`src/rtl/ksrf_pkg.sv`:
```
// Shared types, constants and a table function for the keyboard sequence remap filter.
package ksrf_pkg;

    // Map storage geometry
    localparam int MAP_ENTRIES = 94;
    localparam int MAP_AW      = $clog2(MAP_ENTRIES);

    // Result framing: up to four leading bytes plus the final byte
    localparam int MAX_PRE = 4;
    localparam int MAX_RES = MAX_PRE + 1;
    localparam int CNT_W   = $clog2(MAX_RES + 1);

    // Configuration port
    localparam int CFG_IW = 3;
    localparam logic [CFG_IW-1:0] CFG_KEY_STYLE  = 3'd0;
    localparam logic [CFG_IW-1:0] CFG_KOI_ENABLE = 3'd1;
    localparam logic [CFG_IW-1:0] CFG_PASS8_MODE = 3'd2;
    localparam logic [CFG_IW-1:0] CFG_F11_REMAP  = 3'd3;
    localparam logic [CFG_IW-1:0] CFG_RUS_KEY    = 3'd4;
    localparam logic [CFG_IW-1:0] CFG_LAT_KEY    = 3'd5;
    localparam logic [CFG_IW-1:0] CFG_META_KEY   = 3'd6;

    // Operation codes
    localparam logic [1:0] OP_KEY   = 2'd0;
    localparam logic [1:0] OP_MAP   = 2'd1;
    localparam logic [1:0] OP_CLEAR = 2'd2;

    // Byte codes
    localparam logic [7:0] B_NUL    = 8'h00;
    localparam logic [7:0] B_BS     = 8'h08;
    localparam logic [7:0] B_LF     = 8'h0A;
    localparam logic [7:0] B_SO     = 8'h0E;
    localparam logic [7:0] B_SI     = 8'h0F;
    localparam logic [7:0] B_ESC    = 8'h1B;
    localparam logic [7:0] B_SPACE  = 8'h20;
    localparam logic [7:0] B_BANG   = 8'h21;
    localparam logic [7:0] B_ZERO   = 8'h30;
    localparam logic [7:0] B_NINE   = 8'h39;
    localparam logic [7:0] B_QUEST  = 8'h3F;
    localparam logic [7:0] B_AT     = 8'h40;
    localparam logic [7:0] B_O      = 8'h4F;
    localparam logic [7:0] B_UPZ    = 8'h5A;
    localparam logic [7:0] B_LBRACK = 8'h5B;
    localparam logic [7:0] B_UNDER  = 8'h5F;
    localparam logic [7:0] B_LOWZ   = 8'h7A;
    localparam logic [7:0] B_TILDE  = 8'h7E;
    localparam logic [7:0] B_META   = 8'h80;
    localparam logic [7:0] B_SS3    = 8'h8F;
    localparam logic [7:0] B_CSI    = 8'h9B;

    // Remapped function key numbers
    localparam logic [6:0] FK_ESC = 7'd23;
    localparam logic [6:0] FK_BS  = 7'd24;
    localparam logic [6:0] FK_LF  = 7'd25;

    // Control sequence parser states
    typedef enum logic [5:0] {
        SQ_GROUND = 6'b000001,
        SQ_CSI    = 6'b000010,
        SQ_ONE    = 6'b000100,
        SQ_TWO    = 6'b001000,
        SQ_WAIT   = 6'b010000,
        SQ_SS3    = 6'b100000
    } t_seq;

    // Results of one keyboard word, before the map lookup resolves
    typedef struct packed {
        logic [CNT_W-1:0]           n_pre;
        logic [MAX_PRE-1:0][7:0]    pre;
        logic                       pre_term;
        logic                       go;
        logic [7:0]                 fin;
        logic                       use_map;
    } t_pkt;

    // Map memory access
    typedef struct packed {
        logic              wr_en;
        logic [MAP_AW-1:0] wr_addr;
        logic [7:0]        wr_data;
        logic              rd_en;
        logic [MAP_AW-1:0] rd_addr;
    } t_map_req;

    // Default map contents for one entry
    function automatic logic [7:0] map_default(input logic [MAP_AW-1:0] idx);
        logic [7:0] ch;
        ch = 8'(idx) + B_BANG;
        if (ch <= B_QUEST)      return ch;
        else if (ch <= B_UPZ)   return ch | 8'hA0;
        else if (ch <= B_UNDER) return ch | B_META;
        else if (ch <= B_LOWZ)  return ch ^ 8'hA0;
        else                    return ch | B_META;
    endfunction

endpackage

```
`src/rtl/ksrf_map.sv`:
```
// Writable character map: synchronous RAM with per-entry valid bits over a default table.
module ksrf_map (
    input  logic                          i_clk,
    input  logic                          i_rst_n,
    input  ksrf_pkg::t_map_req            i_req,
    output logic [7:0]                    o_rd_data
);

    logic [7:0]                     mem [ksrf_pkg::MAP_ENTRIES];
    logic [ksrf_pkg::MAP_ENTRIES-1:0] r_valid;
    logic [7:0]                     r_rd_mem;
    logic [7:0]                     r_rd_def;
    logic                           r_rd_hit;

    // Storage write and registered read
    always_ff @(posedge i_clk) begin
        if (i_req.wr_en) begin
            mem[i_req.wr_addr] <= i_req.wr_data;
        end
        if (i_req.rd_en) begin
            r_rd_mem <= mem[i_req.rd_addr];
            r_rd_def <= ksrf_pkg::map_default(i_req.rd_addr);
        end
    end

    // Valid bits: an entry never written reads as its default
    always_ff @(posedge i_clk) begin
        if (!i_rst_n) begin
            r_valid  <= '0;
            r_rd_hit <= 1'b0;
        end else begin
            if (i_req.wr_en) begin
                r_valid[i_req.wr_addr] <= 1'b1;
            end
            if (i_req.rd_en) begin
                r_rd_hit <= r_valid[i_req.rd_addr];
            end
        end
    end

    assign o_rd_data = r_rd_hit ? r_rd_mem : r_rd_def;

endmodule

```
`src/rtl/ksrf_ctrl.sv`:
```
// Configuration registers, sequence parser state and per-word decode.
module ksrf_ctrl (
    input  logic                               i_clk,
    input  logic                               i_rst_n,
    input  logic                               i_accept,
    input  logic [1:0]                         i_operation,
    input  logic [7:0]                         i_key_byte,
    input  logic [6:0]                         i_map_index,
    input  logic [7:0]                         i_map_value,
    input  logic                               i_cfg_valid,
    output logic                               o_cfg_ready,
    input  logic [ksrf_pkg::CFG_IW-1:0]        i_cfg_index,
    input  logic [7:0]                         i_cfg_data,
    output ksrf_pkg::t_pkt                     o_pkt,
    output ksrf_pkg::t_map_req                 o_map_req
);

    // Configuration
    logic       r_key_style, r_koi, r_pass8, r_f11;
    logic [7:0] r_rus_key, r_lat_key, r_meta_key;

    // Filter state; key number kept as two decimal digits
    ksrf_pkg::t_seq r_seq, n_seq;
    logic [3:0]     r_kn_hi, n_kn_hi, r_kn_lo, n_kn_lo;
    logic           r_rus, n_rus, r_meta, n_meta, r_inseq, n_inseq;

    logic           cfg_wr;
    logic           is_digit, fw_wait, fw_clr;
    logic [7:0]     fn;
    logic [7:0]     fin;
    logic           go, use_map;
    logic [ksrf_pkg::CNT_W-1:0]           n_pre, rp_n;
    logic [ksrf_pkg::MAX_PRE-1:0][7:0]    pre, rp_pre;
    logic           pre_term;
    logic [7:0]     map_addr_full;

    assign o_cfg_ready = 1'b1;
    assign cfg_wr      = i_cfg_valid;

    // Byte classes
    assign is_digit = (i_key_byte >= ksrf_pkg::B_ZERO) && (i_key_byte <= ksrf_pkg::B_NINE);
    assign fw_wait  = (i_key_byte >= ksrf_pkg::B_SPACE) && (i_key_byte <= ksrf_pkg::B_QUEST);
    assign fw_clr   = !((i_key_byte >= ksrf_pkg::B_SPACE) && (i_key_byte <= ksrf_pkg::B_TILDE));

    // Binary key number from the digit pair
    assign fn = {1'b0, r_kn_hi, 3'b000} + {2'b00, r_kn_hi, 1'b0} + {4'b0000, r_kn_lo};

    // Held part of a sequence, replayed in 7-bit form
    always_comb begin
        rp_n   = '0;
        rp_pre = '0;
        unique case (r_seq)
            ksrf_pkg::SQ_CSI: begin
                rp_n      = ksrf_pkg::CNT_W'(2);
                rp_pre[0] = ksrf_pkg::B_ESC;
                rp_pre[1] = ksrf_pkg::B_LBRACK;
            end
            ksrf_pkg::SQ_ONE: begin
                rp_n      = ksrf_pkg::CNT_W'(3);
                rp_pre[0] = ksrf_pkg::B_ESC;
                rp_pre[1] = ksrf_pkg::B_LBRACK;
                rp_pre[2] = ksrf_pkg::B_ZERO + {4'b0000, r_kn_lo};
            end
            ksrf_pkg::SQ_TWO: begin
                rp_n      = ksrf_pkg::CNT_W'(4);
                rp_pre[0] = ksrf_pkg::B_ESC;
                rp_pre[1] = ksrf_pkg::B_LBRACK;
                rp_pre[2] = ksrf_pkg::B_ZERO + {4'b0000, r_kn_hi};
                rp_pre[3] = ksrf_pkg::B_ZERO + {4'b0000, r_kn_lo};
            end
            default: begin
                rp_n   = '0;
                rp_pre = '0;
            end
        endcase
    end

    // Decode of one accepted word
    always_comb begin
        n_seq    = r_seq;
        n_kn_hi  = r_kn_hi;
        n_kn_lo  = r_kn_lo;
        n_rus    = r_rus;
        n_meta   = r_meta;
        n_inseq  = r_inseq;
        go       = 1'b0;
        fin      = i_key_byte;
        n_pre    = '0;
        pre      = '0;
        pre_term = 1'b0;
        use_map  = 1'b0;

        if (i_accept && (i_operation == ksrf_pkg::OP_CLEAR)) begin
            n_rus  = 1'b0;
            n_meta = 1'b0;
        end else if (i_accept && (i_operation == ksrf_pkg::OP_KEY)) begin
            if (!r_key_style) begin
                // single-byte switch keys
                priority if (i_key_byte == ksrf_pkg::B_NUL) begin
                    go = 1'b1;
                end else if (i_key_byte == r_rus_key && r_koi) begin
                    n_rus  = 1'b1;
                    n_meta = 1'b0;
                    if (!r_pass8) begin
                        n_pre    = ksrf_pkg::CNT_W'(1);
                        pre[0]   = ksrf_pkg::B_SO;
                        pre_term = 1'b1;
                    end
                end else if (i_key_byte == r_lat_key && r_koi) begin
                    n_rus  = 1'b0;
                    n_meta = 1'b0;
                    if (!r_pass8) begin
                        n_pre    = ksrf_pkg::CNT_W'(1);
                        pre[0]   = ksrf_pkg::B_SI;
                        pre_term = 1'b1;
                    end
                end else if (i_key_byte == r_meta_key) begin
                    n_meta = 1'b1;
                end else begin
                    go = 1'b1;
                end
            end else if (i_key_byte == ksrf_pkg::B_CSI) begin
                n_seq   = ksrf_pkg::SQ_CSI;
                n_inseq = 1'b1;
                n_meta  = 1'b0;
            end else if (i_key_byte == ksrf_pkg::B_SS3) begin
                n_seq   = ksrf_pkg::SQ_SS3;
                n_inseq = 1'b1;
                n_meta  = 1'b0;
                n_pre   = ksrf_pkg::CNT_W'(1);
                pre[0]  = ksrf_pkg::B_ESC;
                fin     = ksrf_pkg::B_O;
                go      = 1'b1;
            end else if (r_seq == ksrf_pkg::SQ_CSI && is_digit) begin
                n_kn_hi = 4'd0;
                n_kn_lo = i_key_byte[3:0];
                n_seq   = ksrf_pkg::SQ_ONE;
            end else if (r_seq == ksrf_pkg::SQ_ONE && is_digit) begin
                n_kn_hi = r_kn_lo;
                n_kn_lo = i_key_byte[3:0];
                n_seq   = ksrf_pkg::SQ_TWO;
            end else if ((r_seq == ksrf_pkg::SQ_ONE || r_seq == ksrf_pkg::SQ_TWO)
                         && i_key_byte == ksrf_pkg::B_TILDE) begin
                // completed function key
                n_seq = ksrf_pkg::SQ_GROUND;
                priority if (fn == r_rus_key && r_koi) begin
                    n_rus   = 1'b1;
                    n_meta  = 1'b0;
                    n_inseq = 1'b0;
                    if (!r_pass8) begin
                        n_pre    = ksrf_pkg::CNT_W'(1);
                        pre[0]   = ksrf_pkg::B_SO;
                        pre_term = 1'b1;
                    end
                end else if (fn == r_lat_key && r_koi) begin
                    n_rus   = 1'b0;
                    n_meta  = 1'b0;
                    n_inseq = 1'b0;
                    if (!r_pass8) begin
                        n_pre    = ksrf_pkg::CNT_W'(1);
                        pre[0]   = ksrf_pkg::B_SI;
                        pre_term = 1'b1;
                    end
                end else if (fn == r_meta_key) begin
                    n_meta  = 1'b1;
                    n_inseq = 1'b0;
                end else if (r_f11 && fn[6:0] == ksrf_pkg::FK_ESC) begin
                    fin = ksrf_pkg::B_ESC;
                    go  = 1'b1;
                end else if (r_f11 && fn[6:0] == ksrf_pkg::FK_BS) begin
                    fin = ksrf_pkg::B_BS;
                    go  = 1'b1;
                end else if (r_f11 && fn[6:0] == ksrf_pkg::FK_LF) begin
                    fin = ksrf_pkg::B_LF;
                    go  = 1'b1;
                end else begin
                    n_pre = rp_n;
                    pre   = rp_pre;
                    go    = 1'b1;
                end
            end else if (r_seq == ksrf_pkg::SQ_CSI || r_seq == ksrf_pkg::SQ_ONE
                         || r_seq == ksrf_pkg::SQ_TWO || r_seq == ksrf_pkg::SQ_WAIT) begin
                // broken sequence: replay then finish on the final byte class
                n_pre = rp_n;
                pre   = rp_pre;
                go    = 1'b1;
                n_seq = fw_wait ? ksrf_pkg::SQ_WAIT : ksrf_pkg::SQ_GROUND;
                if (fw_clr) begin
                    n_inseq = 1'b0;
                end
            end else begin
                n_seq = ksrf_pkg::SQ_GROUND;
                go    = 1'b1;
            end

            // META and Russian map on the byte that goes on
            if (go) begin
                if (n_meta && !n_inseq) begin
                    n_meta = 1'b0;
                    fin    = fin | ksrf_pkg::B_META;
                end else if (n_rus && !n_inseq && r_koi && fin >= ksrf_pkg::B_BANG
                             && fin <= ksrf_pkg::B_TILDE) begin
                    use_map = 1'b1;
                end
                if (r_key_style && n_seq == ksrf_pkg::SQ_GROUND) begin
                    n_inseq = 1'b0;
                end
            end
        end
    end

    // Map requests
    assign map_addr_full     = fin - ksrf_pkg::B_BANG;
    assign o_map_req.rd_en   = i_accept && use_map;
    assign o_map_req.rd_addr = map_addr_full[ksrf_pkg::MAP_AW-1:0];
    assign o_map_req.wr_en   = i_accept && (i_operation == ksrf_pkg::OP_MAP)
                               && (i_map_index < 7'(ksrf_pkg::MAP_ENTRIES));
    assign o_map_req.wr_addr = i_map_index[ksrf_pkg::MAP_AW-1:0];
    assign o_map_req.wr_data = i_map_value;

    assign o_pkt.n_pre    = n_pre;
    assign o_pkt.pre      = pre;
    assign o_pkt.pre_term = pre_term;
    assign o_pkt.go       = go;
    assign o_pkt.fin      = fin;
    assign o_pkt.use_map  = use_map;

    // Configuration registers
    always_ff @(posedge i_clk) begin
        if (!i_rst_n) begin
            r_key_style <= 1'b0;
            r_koi       <= 1'b1;
            r_pass8     <= 1'b0;
            r_f11       <= 1'b0;
            r_rus_key   <= ksrf_pkg::B_SO;
            r_lat_key   <= ksrf_pkg::B_SI;
            r_meta_key  <= ksrf_pkg::B_NUL;
        end else if (cfg_wr) begin
            unique case (i_cfg_index)
                ksrf_pkg::CFG_KEY_STYLE:  r_key_style <= i_cfg_data[0];
                ksrf_pkg::CFG_KOI_ENABLE: r_koi       <= i_cfg_data[0];
                ksrf_pkg::CFG_PASS8_MODE: r_pass8     <= i_cfg_data[0];
                ksrf_pkg::CFG_F11_REMAP:  r_f11       <= i_cfg_data[0];
                ksrf_pkg::CFG_RUS_KEY:    r_rus_key   <= i_cfg_data;
                ksrf_pkg::CFG_LAT_KEY:    r_lat_key   <= i_cfg_data;
                ksrf_pkg::CFG_META_KEY:   r_meta_key  <= i_cfg_data;
                default: ;
            endcase
        end
    end

    // Filter state; a key style write drops any open sequence
    always_ff @(posedge i_clk) begin
        if (!i_rst_n) begin
            r_seq   <= ksrf_pkg::SQ_GROUND;
            r_kn_hi <= 4'd0;
            r_kn_lo <= 4'd0;
            r_rus   <= 1'b0;
            r_meta  <= 1'b0;
            r_inseq <= 1'b0;
        end else begin
            r_kn_hi <= n_kn_hi;
            r_kn_lo <= n_kn_lo;
            r_rus   <= n_rus;
            r_meta  <= n_meta;
            if (cfg_wr && i_cfg_index == ksrf_pkg::CFG_KEY_STYLE) begin
                r_seq   <= ksrf_pkg::SQ_GROUND;
                r_inseq <= 1'b0;
            end else begin
                r_seq   <= n_seq;
                r_inseq <= n_inseq;
            end
        end
    end

endmodule

```
`src/rtl/ksrf_emit.sv`:
```
// Output buffer: assembles one word's results and sends them one per cycle while the receiver is ready.
module ksrf_emit (
    input  logic               i_clk,
    input  logic               i_rst_n,
    input  logic               i_load,
    output logic               o_load_ready,
    input  ksrf_pkg::t_pkt     i_pkt,
    input  logic [7:0]         i_map_data,
    output logic               o_valid,
    input  logic               i_ready,
    output logic [7:0]         o_byte,
    output logic               o_term,
    output logic               o_last
);

    logic [7:0]                         r_byte [ksrf_pkg::MAX_RES];
    logic [ksrf_pkg::MAX_RES-1:0]       r_term;
    logic [ksrf_pkg::CNT_W-1:0]         r_cnt;
    logic [7:0]                         fin_res;
    logic [ksrf_pkg::MAX_RES-1:0][7:0]  pre_ext;
    logic [7:0]                         asm_byte [ksrf_pkg::MAX_RES];
    logic [ksrf_pkg::MAX_RES-1:0]       asm_term;
    logic [ksrf_pkg::CNT_W-1:0]         asm_cnt;
    logic                               load, pop;

    // Place leading bytes, then the final byte
    assign fin_res = i_pkt.use_map ? i_map_data : i_pkt.fin;
    assign pre_ext = {fin_res, i_pkt.pre};
    assign asm_cnt = i_pkt.n_pre + ksrf_pkg::CNT_W'(i_pkt.go);

    always_comb begin
        for (int k = 0; k < ksrf_pkg::MAX_RES; k++) begin
            if (ksrf_pkg::CNT_W'(k) < i_pkt.n_pre) begin
                asm_byte[k] = pre_ext[k];
                asm_term[k] = i_pkt.pre_term;
            end else begin
                asm_byte[k] = fin_res;
                asm_term[k] = 1'b0;
            end
        end
    end

    assign o_valid      = (r_cnt != '0);
    assign pop          = o_valid && i_ready;
    assign o_load_ready = (r_cnt == '0) || ((r_cnt == ksrf_pkg::CNT_W'(1)) && i_ready);
    assign load         = i_load && o_load_ready;

    assign o_byte = r_byte[0];
    assign o_term = r_term[0];
    assign o_last = (r_cnt == ksrf_pkg::CNT_W'(1));

    // Count of bytes left
    always_ff @(posedge i_clk) begin
        if (!i_rst_n) begin
            r_cnt <= '0;
        end else if (load) begin
            r_cnt <= asm_cnt;
        end else if (pop) begin
            r_cnt <= r_cnt - ksrf_pkg::CNT_W'(1);
        end
    end

    // Byte shift line
    always_ff @(posedge i_clk) begin
        if (load) begin
            for (int k = 0; k < ksrf_pkg::MAX_RES; k++) begin
                r_byte[k] <= asm_byte[k];
            end
            r_term <= asm_term;
        end else if (pop) begin
            for (int k = 0; k < ksrf_pkg::MAX_RES - 1; k++) begin
                r_byte[k] <= r_byte[k+1];
            end
            r_term <= {1'b0, r_term[ksrf_pkg::MAX_RES-1:1]};
        end
    end

endmodule

```
`src/rtl/keyboard_sequence_remap_filter_top.sv`:
```
// Keyboard sequence remap filter: decode, map memory and output buffer.
// The first result of a word is offered once the word has passed the map read stage
// and been loaded into the output buffer. A word has 0 to 5 results; they leave one per
// cycle while the receiver is ready, and a new word is taken while the previous one drains.
// Reset (synchronous, i_rst_n low): config and filter state to defaults, map valid bits
// cleared so every map entry reads its default until written; no clearing pass.
module keyboard_sequence_remap_filter_top (
    input  logic                           i_clk,
    input  logic                           i_rst_n,
    input  logic                           i_valid,
    output logic                           o_ready,
    input  logic [1:0]                     i_operation,
    input  logic [7:0]                     i_key_byte,
    input  logic [6:0]                     i_map_index,
    input  logic [7:0]                     i_map_value,
    output logic                           o_valid,
    input  logic                           i_ready,
    output logic [7:0]                     o_out_byte,
    output logic                           o_to_terminal,
    output logic                           o_last,
    input  logic                           i_cfg_valid,
    output logic                           o_cfg_ready,
    input  logic [ksrf_pkg::CFG_IW-1:0]    i_cfg_index,
    input  logic [7:0]                     i_cfg_data
);

    ksrf_pkg::t_pkt     pkt, r_s2_pkt;
    ksrf_pkg::t_map_req map_req;
    logic               r_s2_valid;
    logic               accept, load_ready;
    logic [7:0]         map_data;

    assign o_ready = !r_s2_valid || load_ready;
    assign accept  = i_valid && o_ready;

    ksrf_ctrl u_ctrl (
        .i_clk       (i_clk),
        .i_rst_n     (i_rst_n),
        .i_accept    (accept),
        .i_operation (i_operation),
        .i_key_byte  (i_key_byte),
        .i_map_index (i_map_index),
        .i_map_value (i_map_value),
        .i_cfg_valid (i_cfg_valid),
        .o_cfg_ready (o_cfg_ready),
        .i_cfg_index (i_cfg_index),
        .i_cfg_data  (i_cfg_data),
        .o_pkt       (pkt),
        .o_map_req   (map_req)
    );

    ksrf_map u_map (
        .i_clk     (i_clk),
        .i_rst_n   (i_rst_n),
        .i_req     (map_req),
        .o_rd_data (map_data)
    );

    // Stage that waits for the map read
    always_ff @(posedge i_clk) begin
        if (!i_rst_n) begin
            r_s2_valid <= 1'b0;
        end else if (accept) begin
            r_s2_valid <= 1'b1;
        end else if (load_ready) begin
            r_s2_valid <= 1'b0;
        end
    end

    always_ff @(posedge i_clk) begin
        if (accept) begin
            r_s2_pkt <= pkt;
        end
    end

    ksrf_emit u_emit (
        .i_clk        (i_clk),
        .i_rst_n      (i_rst_n),
        .i_load       (r_s2_valid),
        .o_load_ready (load_ready),
        .i_pkt        (r_s2_pkt),
        .i_map_data   (map_data),
        .o_valid      (o_valid),
        .i_ready      (i_ready),
        .o_byte       (o_out_byte),
        .o_term       (o_to_terminal),
        .o_last       (o_last)
    );

endmodule

```
`config.mk`:
```
export PLATFORM = sky130hd
export DESIGN_NAME = keyboard_sequence_remap_filter_top
export DESIGN_NICKNAME = d
export VERILOG_FILES = /design/src/rtl/ksrf_pkg.sv /design/src/rtl/ksrf_map.sv /design/src/rtl/ksrf_ctrl.sv /design/src/rtl/ksrf_emit.sv /design/src/rtl/keyboard_sequence_remap_filter_top.sv
export SDC_FILE = /design/constraint.sdc
export NUM_CORES = 1
export LEC_CHECK = 0
export BUFFER_PORTS_ARGS = -buffer_cell sky130_fd_sc_hd__buf_2
export CAP_MARGIN = 10
export CELL_PAD_IN_SITES_DETAIL_PLACEMENT = 1
export CELL_PAD_IN_SITES_GLOBAL_PLACEMENT = 2
export CORE_MARGIN = 3
export CORE_UTILIZATION = 52
export CTS_CLUSTER_DIAMETER = 120
export DETAILED_ROUTE_END_ITERATION = 8
export MAX_ROUTING_LAYER = met4
export PLACE_DENSITY = 0.94
export SETUP_SLACK_MARGIN = 0.05
export SLEW_MARGIN = 20
export SYNTH_ARGS = -nofsm -noshare
export SYNTH_HDL_FRONTEND = slang
export SYNTH_HIERARCHICAL = 1
export SYNTH_SLANG_ARGS = --single-unit
export TNS_END_PERCENT = 5
```
`constraint.sdc`:
```
create_clock -name i_clk -period 9.8 [get_ports i_clk]
set_clock_uncertainty 0.15 [all_clocks]
set_input_delay 0 -clock i_clk [delete_from_list [all_inputs] [get_ports i_clk]]
set_output_delay 0 -clock i_clk [all_outputs]
set_load 0.01 [all_outputs]
```
==> results.yml, run 1 <==
sta:
  period_share: 0.804
  setup-violations-final: 0
  postLayoutSetupSlackWorst_ns: 1.92
  tightest_slew_ns: 1.16
  hold-worst-slack_ns: 0.00229
  fin_crit_ns: 7.88
  fin_setup_tns_ns: 0
  fmax_mhz: 127
  slew_headroom: 0.222
  hold_viol: 0
  rsz0062_at_grt: "no"
  slew_violations: 0
setup_path:
  path_max_fanout: 50
  critPathArrivalTime_ns: 8.13
  required_ns: 10.04
  ff2ff_path_depth: 20
  cp-endpoint: "u_map/r_rd_mem[6]$_DFFE_PP_"
  reg2reg_to: "u_map/r_rd_mem[6]$_DFFE_PP_"
  path_class: "reg -> reg"
  cp-startpoint: "u_emit/r_cnt[0]$_SDFFE_PN0P_"
  reg2reg_slack_ns: 1.92
  reg2reg_from: "u_emit/r_cnt[0]$_SDFFE_PN0P_"
  start_kind: "register"
  cp-end-kind: "register"
synthesis:
  synthTopCellsByArea: "edfxtp_1 62%, mux4_2 13%, dfxtp_1 7.0%, o21a_1 1.8%, nand2_1 1.7%"
  synth_common_cells: "859 x edfxtp_1, 248 x mux4_2, 186 x nand2_1"
  synth_most_common_cell: "edfxtp_1"
  synth_seq_cells: 1003
  synthArstFlopShare: 0
  synthMuxAreaShare: 0.150
  ys_seq_area_frac: 0.693
  avgSynthCellArea_um2: 17.0
  synth_top_cell_area_share: 0.623
  synthSimpleGateAreaFrac: 0.0555
  synth-compound-area-share: 0.0540
  synth_xor_area_frac: 0.0137
  synth_edf_count: 859
  yosysUniqueCellTypes: 82
  synth_top_family_by_area: "multiplexers"
  synthesis.area_mm2: 0.0414
  synthFlopType: "edfxtp_1"
  yosysWarnings: 6
  synth_area_leader_cell: "edfxtp_1"
  synth_fa_ha_area_frac: 0.00580
  synthCells: 2430
floorplanning:
  pin_count: 54
  die_area_mm2: 0.0830
  start_util: 0.530
  die_h_um: 288
  die_width_um: 288
  placeableCoreArea_mm2: 0.0781
  fp-row-count: 102
placement:
  io_buffers: 52
  gp_congestion: 0.949
  place_ws_ns: 2.12
  placed_area_mm2: 0.0423
  dpl.hpwl_um: 66900
power_and_ir_drop:
  power.switching_w: 0.00232
  leakage_nw: 14.9
  combPwrFrac: 0.093
  seqPwrFrac: 0.502
  swShare: 0.239
  powerDensity_mw_per_mm2: 210
  power_frac_clock: 0.405
  peakVddDrop_mv: 0.207
  p_int_w: 0.00738
  total_power_w: 0.00970
global_routing:
  track_usage: 0.288
  grt_pass1_vias: 24500
  grt_antenna_before_repair: 2
  grt_overflow: 0
  grt_start_max_net_pins: 124
  grt_pass1_wl_um: 169000
cts:
  clk_pin_slew_ns: 0.06
  clock_sinks: 1003
  cts_made_buffers: 102
  cts_resized: 0
  ctsLongestPathBuffers: 3
  postCtsSetupRepairBufs: 0
  htreeDepth: 3
  cts_tree: "built"
  ctsHoldBuffers: 55
  clk_latency_ns: 0.69
  cts-root-buf: "clkbuf_16"
final_layout:
  nets: 2559
  stdcell_area_mm2: 0.0463
  drive_above_1_share: 0.214
  area_growth_pct: 11.8
  n_fill_cell: 6910
job:
  drv_cap: 0
detailed_routing:
  drtIter0Drc: 3182
  drtPass1Iterations: 6
  via_per_inst: 6.47
  avgRoutedWirePerCell_um: 31.5
  finalWirelength_um: 114000
  ant_nets: 0
  dr_total_vias: 23500
  drc: 0
min_path:
  hold_class: "in -> reg"
  hold_start: "i_map_value[0]"
  hold_depth: 2
outcome:
  status: "finished clean"
cell usage in the layout, fill, tap and decap left out, drive strengths merged, types with 21 or more instances in the layout:
cell type and count:
dlygate4sd3 55, clkinv 43, xnor2 51, mux2i 39, buf 74, clkbuf 135, nand3 41, nor3 24
edfxtp 859, inv 38, o21a 98, o21ai 81, mux4 248, a21boi 30, dfxtp 144, a21oi 33
mux2 21, nor2 147, nand2 186
cell families after synthesis:
| kind of cell | count (synthesis) |
|---|---|
| flops | 1003 |
| simple gates | 499 |
| compound gates | 325 |
| mux | 308 |
| buf+inv | 211 |
| xor+xnor | 64 |
| fa+ha+maj | 18 |
| other cells | 2 |
metrics by stage:
step                      instances  utilization
after global routing           3630        0.593
final                          3631        0.593
after detailed placement       3381        0.541
after global placement         3381        0.541
after CTS                      3628        0.592
after floorplan                2439            -
critical path, cell delays in order, from the launching register on:
cell and delay (ns):
dfxtp_1 0.32, inv_1 0.13, ha_1 0.23, nor2b_1 0.25, inv_1 0.09, nand2_1 0.07, nand2b_4 0.13, and2_4 0.59
nor3b_1 0.84, nand2_1 0.52, or3_1 0.47, or3_1 0.38, nand2_1 0.12, ha_1 0.26, nand2_1 0.12, xor2_2 0.15
buf_4 0.36, clkinv_2 0.77, mux4_2 0.78, a22oi_1 0.61, nand4_1 0.22
power groups by stage:
stage,logic [W],registers (W),clock network [W]
2_1_floorplan,0.000629,0.00493,0
3_3_place_gp,0.000832,0.00495,0
3_5_place_dp,0.000870,0.00496,0
4_1_cts,0.000898,0.00487,0.00398
5_1_grt,0.000971,0.00487,0.00416
6_report,0.000902,0.00486,0.00393
worst min-delay path by stage:
stage,endpoint,slack [ns]
2_1_floorplan,u_ctrl/r_rus_key[1]$_SDFFE_PN1P_,-0.03
3_3_place_gp,r_s2_valid$_SDFFE_PN0P_,0.11
3_5_place_dp,u_ctrl/r_rus_key[2]$_SDFFE_PN1P_,0.11
4_1_cts,u_map/mem[2][0]$_DFFE_PP_,0.00003
5_1_grt,u_map/mem[3][0]$_DFFE_PP_,0.04
6_report,u_map/mem[3][0]$_DFFE_PP_,0.002
state kept, by name, summed over array words and instances (netlist names), 3 cells and up:
register	count
r_s2_pkt	46
u_ctrl/r_kn_hi	4
u_ctrl/r_kn_lo	4
u_ctrl/r_lat_key	8
u_ctrl/r_meta_key	8
u_ctrl/r_rus_key	8
u_ctrl/r_seq	6
u_emit/r_byte	40
u_emit/r_cnt	3
u_emit/r_term	5
u_map/mem	752
u_map/r_rd_def	8
u_map/r_rd_mem	8
u_map/r_valid	94
layout make-up:
type,count,area [µm²],area share
Inverter,39,160,0.00346
Tap cell,1040,1300,0.0281
Multi-Input combinational cell,1225,11700,0.253
Clock buffer,135,2740,0.0591
Clock inverter,57,668,0.0144
Sequential cell,1003,28700,0.620
Timing Repair Buffer,129,1020,0.0220
Antenna cell,3,7.51,0.000162
routing by layer:
| layer | track usage | vias to the layer above | wire (µm) |
|---|---|---|---|
| li1 | - | 9633 | - |
| met1 | 0.359 | 12200 | 42300 |
| met2 | 0.473 | 1290 | 57600 |
| met3 | 0.0569 | 324 | 9600 |
| met4 | 0.102 | 0 | 4680 |
| met5 | - | - | 0 |
No activity file was read; power rests on OpenSTA's default activity.
==> run 2, diff against run 1 <==
--- a/config.mk
+++ b/config.mk
@@ -10,11 +10,11 @@
 export CELL_PAD_IN_SITES_DETAIL_PLACEMENT = 1
 export CELL_PAD_IN_SITES_GLOBAL_PLACEMENT = 2
 export CORE_MARGIN = 3
-export CORE_UTILIZATION = 52
+export CORE_UTILIZATION = 44
 export CTS_CLUSTER_DIAMETER = 120
 export DETAILED_ROUTE_END_ITERATION = 8
 export MAX_ROUTING_LAYER = met4
-export PLACE_DENSITY = 0.94
+export PLACE_DENSITY = 0.85
 export SETUP_SLACK_MARGIN = 0.05
 export SLEW_MARGIN = 20
 export SYNTH_ARGS = -nofsm -noshare
==> constraint.sdc (replaced) <==
create_clock -name i_clk -period 6.9 [get_ports i_clk]
set_clock_uncertainty 0.15 [all_clocks]
set_input_delay 0 -clock i_clk [delete_from_list [all_inputs] [get_ports i_clk]]
set_output_delay 0 -clock i_clk [all_outputs]
set_load 0.01 [all_outputs]
==> run 2 against run 1 <==
- the run now ends with negative hold slack left
- setup slack worse by 1.6 ns
- core utilization is 8.3 points lower
- count of clock-buffer cells in the layout is 14 lower
- combinational power is 44% higher
- hold slack worse by 0.035 ns
- critical path type unchanged
==> results.yml, run 2 (same netlist as run 1, synthesis figures left out) <==
cts:
  cts_made_buffers: 100
  cts-root-buf: "clkbuf_16"
  postCtsSetupRepairBufs: 0
  clock_sinks: 1003
  ctsLongestPathBuffers: 3
  clk_pin_slew_ns: 0.06
  clk_latency_ns: 0.68
  cts_tree: "built"
  htreeDepth: 3
floorplanning:
  fp-row-count: 111
  die_area_mm2: 0.0978
  placeableCoreArea_mm2: 0.0925
  start_util: 0.448
  pin_count: 54
  die_h_um: 313
  die_width_um: 313
final_layout:
  drive_above_1_share: 0.222
  n_fill_cell: 8658
  reg.largest.list: "u_map/mem (752), u_map/r_valid (94), r_s2_pkt (46)"
  final_common_cell: "edfxtp_1"
  final_cell_mix: "859 x edfxtp_1, 248 x mux4_2, 186 x nand2_1"
  largest_reg_flops: 752
  regMostFlops: "u_map/mem"
  nets: 2596
  stdcell_area_mm2: 0.0471
  area_growth_pct: 13.8
min_path:
  hold_depth: 2
  hold_start: "i_map_value[7]"
  hold_class: "in -> reg"
setup_path:
  critPathTopFamily: "adder cells"
  cp-endpoint: "u_map/r_rd_mem[1]$_DFFE_PP_"
  cp-end-kind: "register"
  reg2reg_to: "u_map/r_rd_mem[1]$_DFFE_PP_"
  path_class: "reg -> reg"
  path_depth: 17
  crit_buf_inv: 3
  crit_slowest_cell: "fa_1"
  cp-startpoint: "u_ctrl/r_kn_hi[0]$_SDFFE_PN0P_"
  ff2ff_path_depth: 17
  crit_path_cell_trace: "fa_1, inv_1, fa_1, xnor2_1, nor3_1, nand4_1, or4_1, nand3_2, o41ai_2, a21oi_4, ha_1, inv_8, buf_12, mux4_2, mux4_2, a32oi_1, o211ai_1"
  start_kind: "register"
  path_max_fanout: 61
  required_ns: 7.14
  critPathArrivalTime_ns: 6.80
  reg2reg_from: "u_ctrl/r_kn_hi[0]$_SDFFE_PN0P_"
  reg2reg_slack_ns: 0.34
  max_stage_delay_ns: 0.74
global_routing:
  grt_antenna_before_repair: 1
  grt_overflow: 0
  grt_start_max_net_pins: 95
  grt_pass1_wl_um: 163000
  grt_pass1_vias: 24600
  track_usage: 0.228
sta:
  fmax_mhz: 152
  slew_violations: 0
  tightest_slew_ns: 1.16
  slew_headroom: 0.222
  postLayoutSetupSlackWorst_ns: 0.343
  rsz0062_at_grt: "no"
  fin_crit_ns: 6.56
  hold-worst-slack_ns: -0.0330
  period_share: 0.950
  fin_setup_tns_ns: 0
  hold_viol: 14
  setup-violations-final: 0
outcome:
  status: "complete, but fails checks"
  failed_checks: "negative hold slack"
detailed_routing:
  avgRoutedWirePerCell_um: 27.8
  finalWirelength_um: 107000
  via_per_inst: 5.91
  drtIter0Drc: 2345
  drtPass1Iterations: 7
  dr_total_vias: 22900
  ant_nets: 0
  drc: 0
job:
  drv_cap: 0
placement:
  dpl.hpwl_um: 66500
  placed_area_mm2: 0.0428
  io_buffers: 52
  place_ws_ns: 0.421
  gp_congestion: 0.874
power_and_ir_drop:
  peakVddDrop_mv: 0.231
  powerDensity_mw_per_mm2: 297
  total_power_w: 0.0140
  leakage_nw: 15.2
==> run 2: changes by cell type in the layout (fill, tap and decap cells not counted), sizes merged, moves of 2 or more <==
| cell | delta |
|---|---|
| buf | +27 |
| bufinv | +8 |
| clkbuf | -14 |
| clkinv | -2 |
| dlygate4sd3 | +12 |
| inv | +5 |
==> run 2: power by group <==
part	internal [W]	switching, W	leakage (nW)
registers	0.00683	0.0000735	8.95
clock network	0.00344	0.00235	1.73
logic	0.000482	0.000818	4.51
==> run 2: worst min-delay path by stage <==
stage                                                  end  slack, ns
after floorplan           u_ctrl/r_rus_key[1]$_SDFFE_PN1P_      -0.03
after global placement             r_s2_valid$_SDFFE_PN0P_       0.10
after detailed placement  u_ctrl/r_rus_key[2]$_SDFFE_PN1P_       0.12
after CTS                       u_map/mem[19][7]$_DFFE_PP_      0.001
after global routing             u_map/mem[2][7]$_DFFE_PP_       0.03
final                            u_map/mem[2][7]$_DFFE_PP_      -0.03
==> run 2: routing by layer <==
layer	part of all wire	up-vias	track usage	wire length, µm
li1	-	9728	-	-
met1	0.40	12200	0.296	43500
met2	0.51	779	0.379	54900
met3	0.056	182	0.0303	5990
met4	0.028	0	0.0684	3030
met5	0	-	-	0
==> run 2: through the flow <==
stage / hold WS (ns) / cells / util
global route: 0.0348 / 3867 / 0.509
floorplan: -0.0260 / 2439 / -
detailed placement: 0.116 / 3610 / 0.463
global placement: 0.104 / 3610 / 0.463
CTS: 0.00132 / 3864 / 0.508
finish: -0.0330 / 3869 / 0.509
==> run 2: worst register-to-register path, stage by stage (launching register included) <==
cell	delay, ns
dfxtp_1	0.35
fa_1	0.58
inv_1	0.07
fa_1	0.74
xnor2_1	0.11
nor3_1	0.23
nand4_1	0.16
or4_1	0.69
nand3_2	0.22
o41ai_2	0.15
a21oi_4	0.19
ha_1	0.31
inv_8	0.43
buf_12	0.38
mux4_2	0.37
mux4_2	0.46
a32oi_1	0.53
o211ai_1	0.19
==> run 2: area by class of cell <==
class	instances	area [µm²]	share of cell area
Antenna cell	3	7.51	0.000159
Clock buffer	121	2660	0.0564
Clock inverter	67	872	0.0185
Inverter	39	159	0.00337
Multi-Input combinational cell	1225	11700	0.249
Sequential cell	1003	28700	0.609
Tap cell	1243	1560	0.0330
Timing Repair Buffer	168	1460	0.0310
==> run 2: timing repair <==
item | 4_1_cts | 5_1_grt
hold buffers | 66 | 1
hold endpoints to repair | 256 | 36
resized for setup | 0 | 1
setup endpoints to repair | 0 | 2
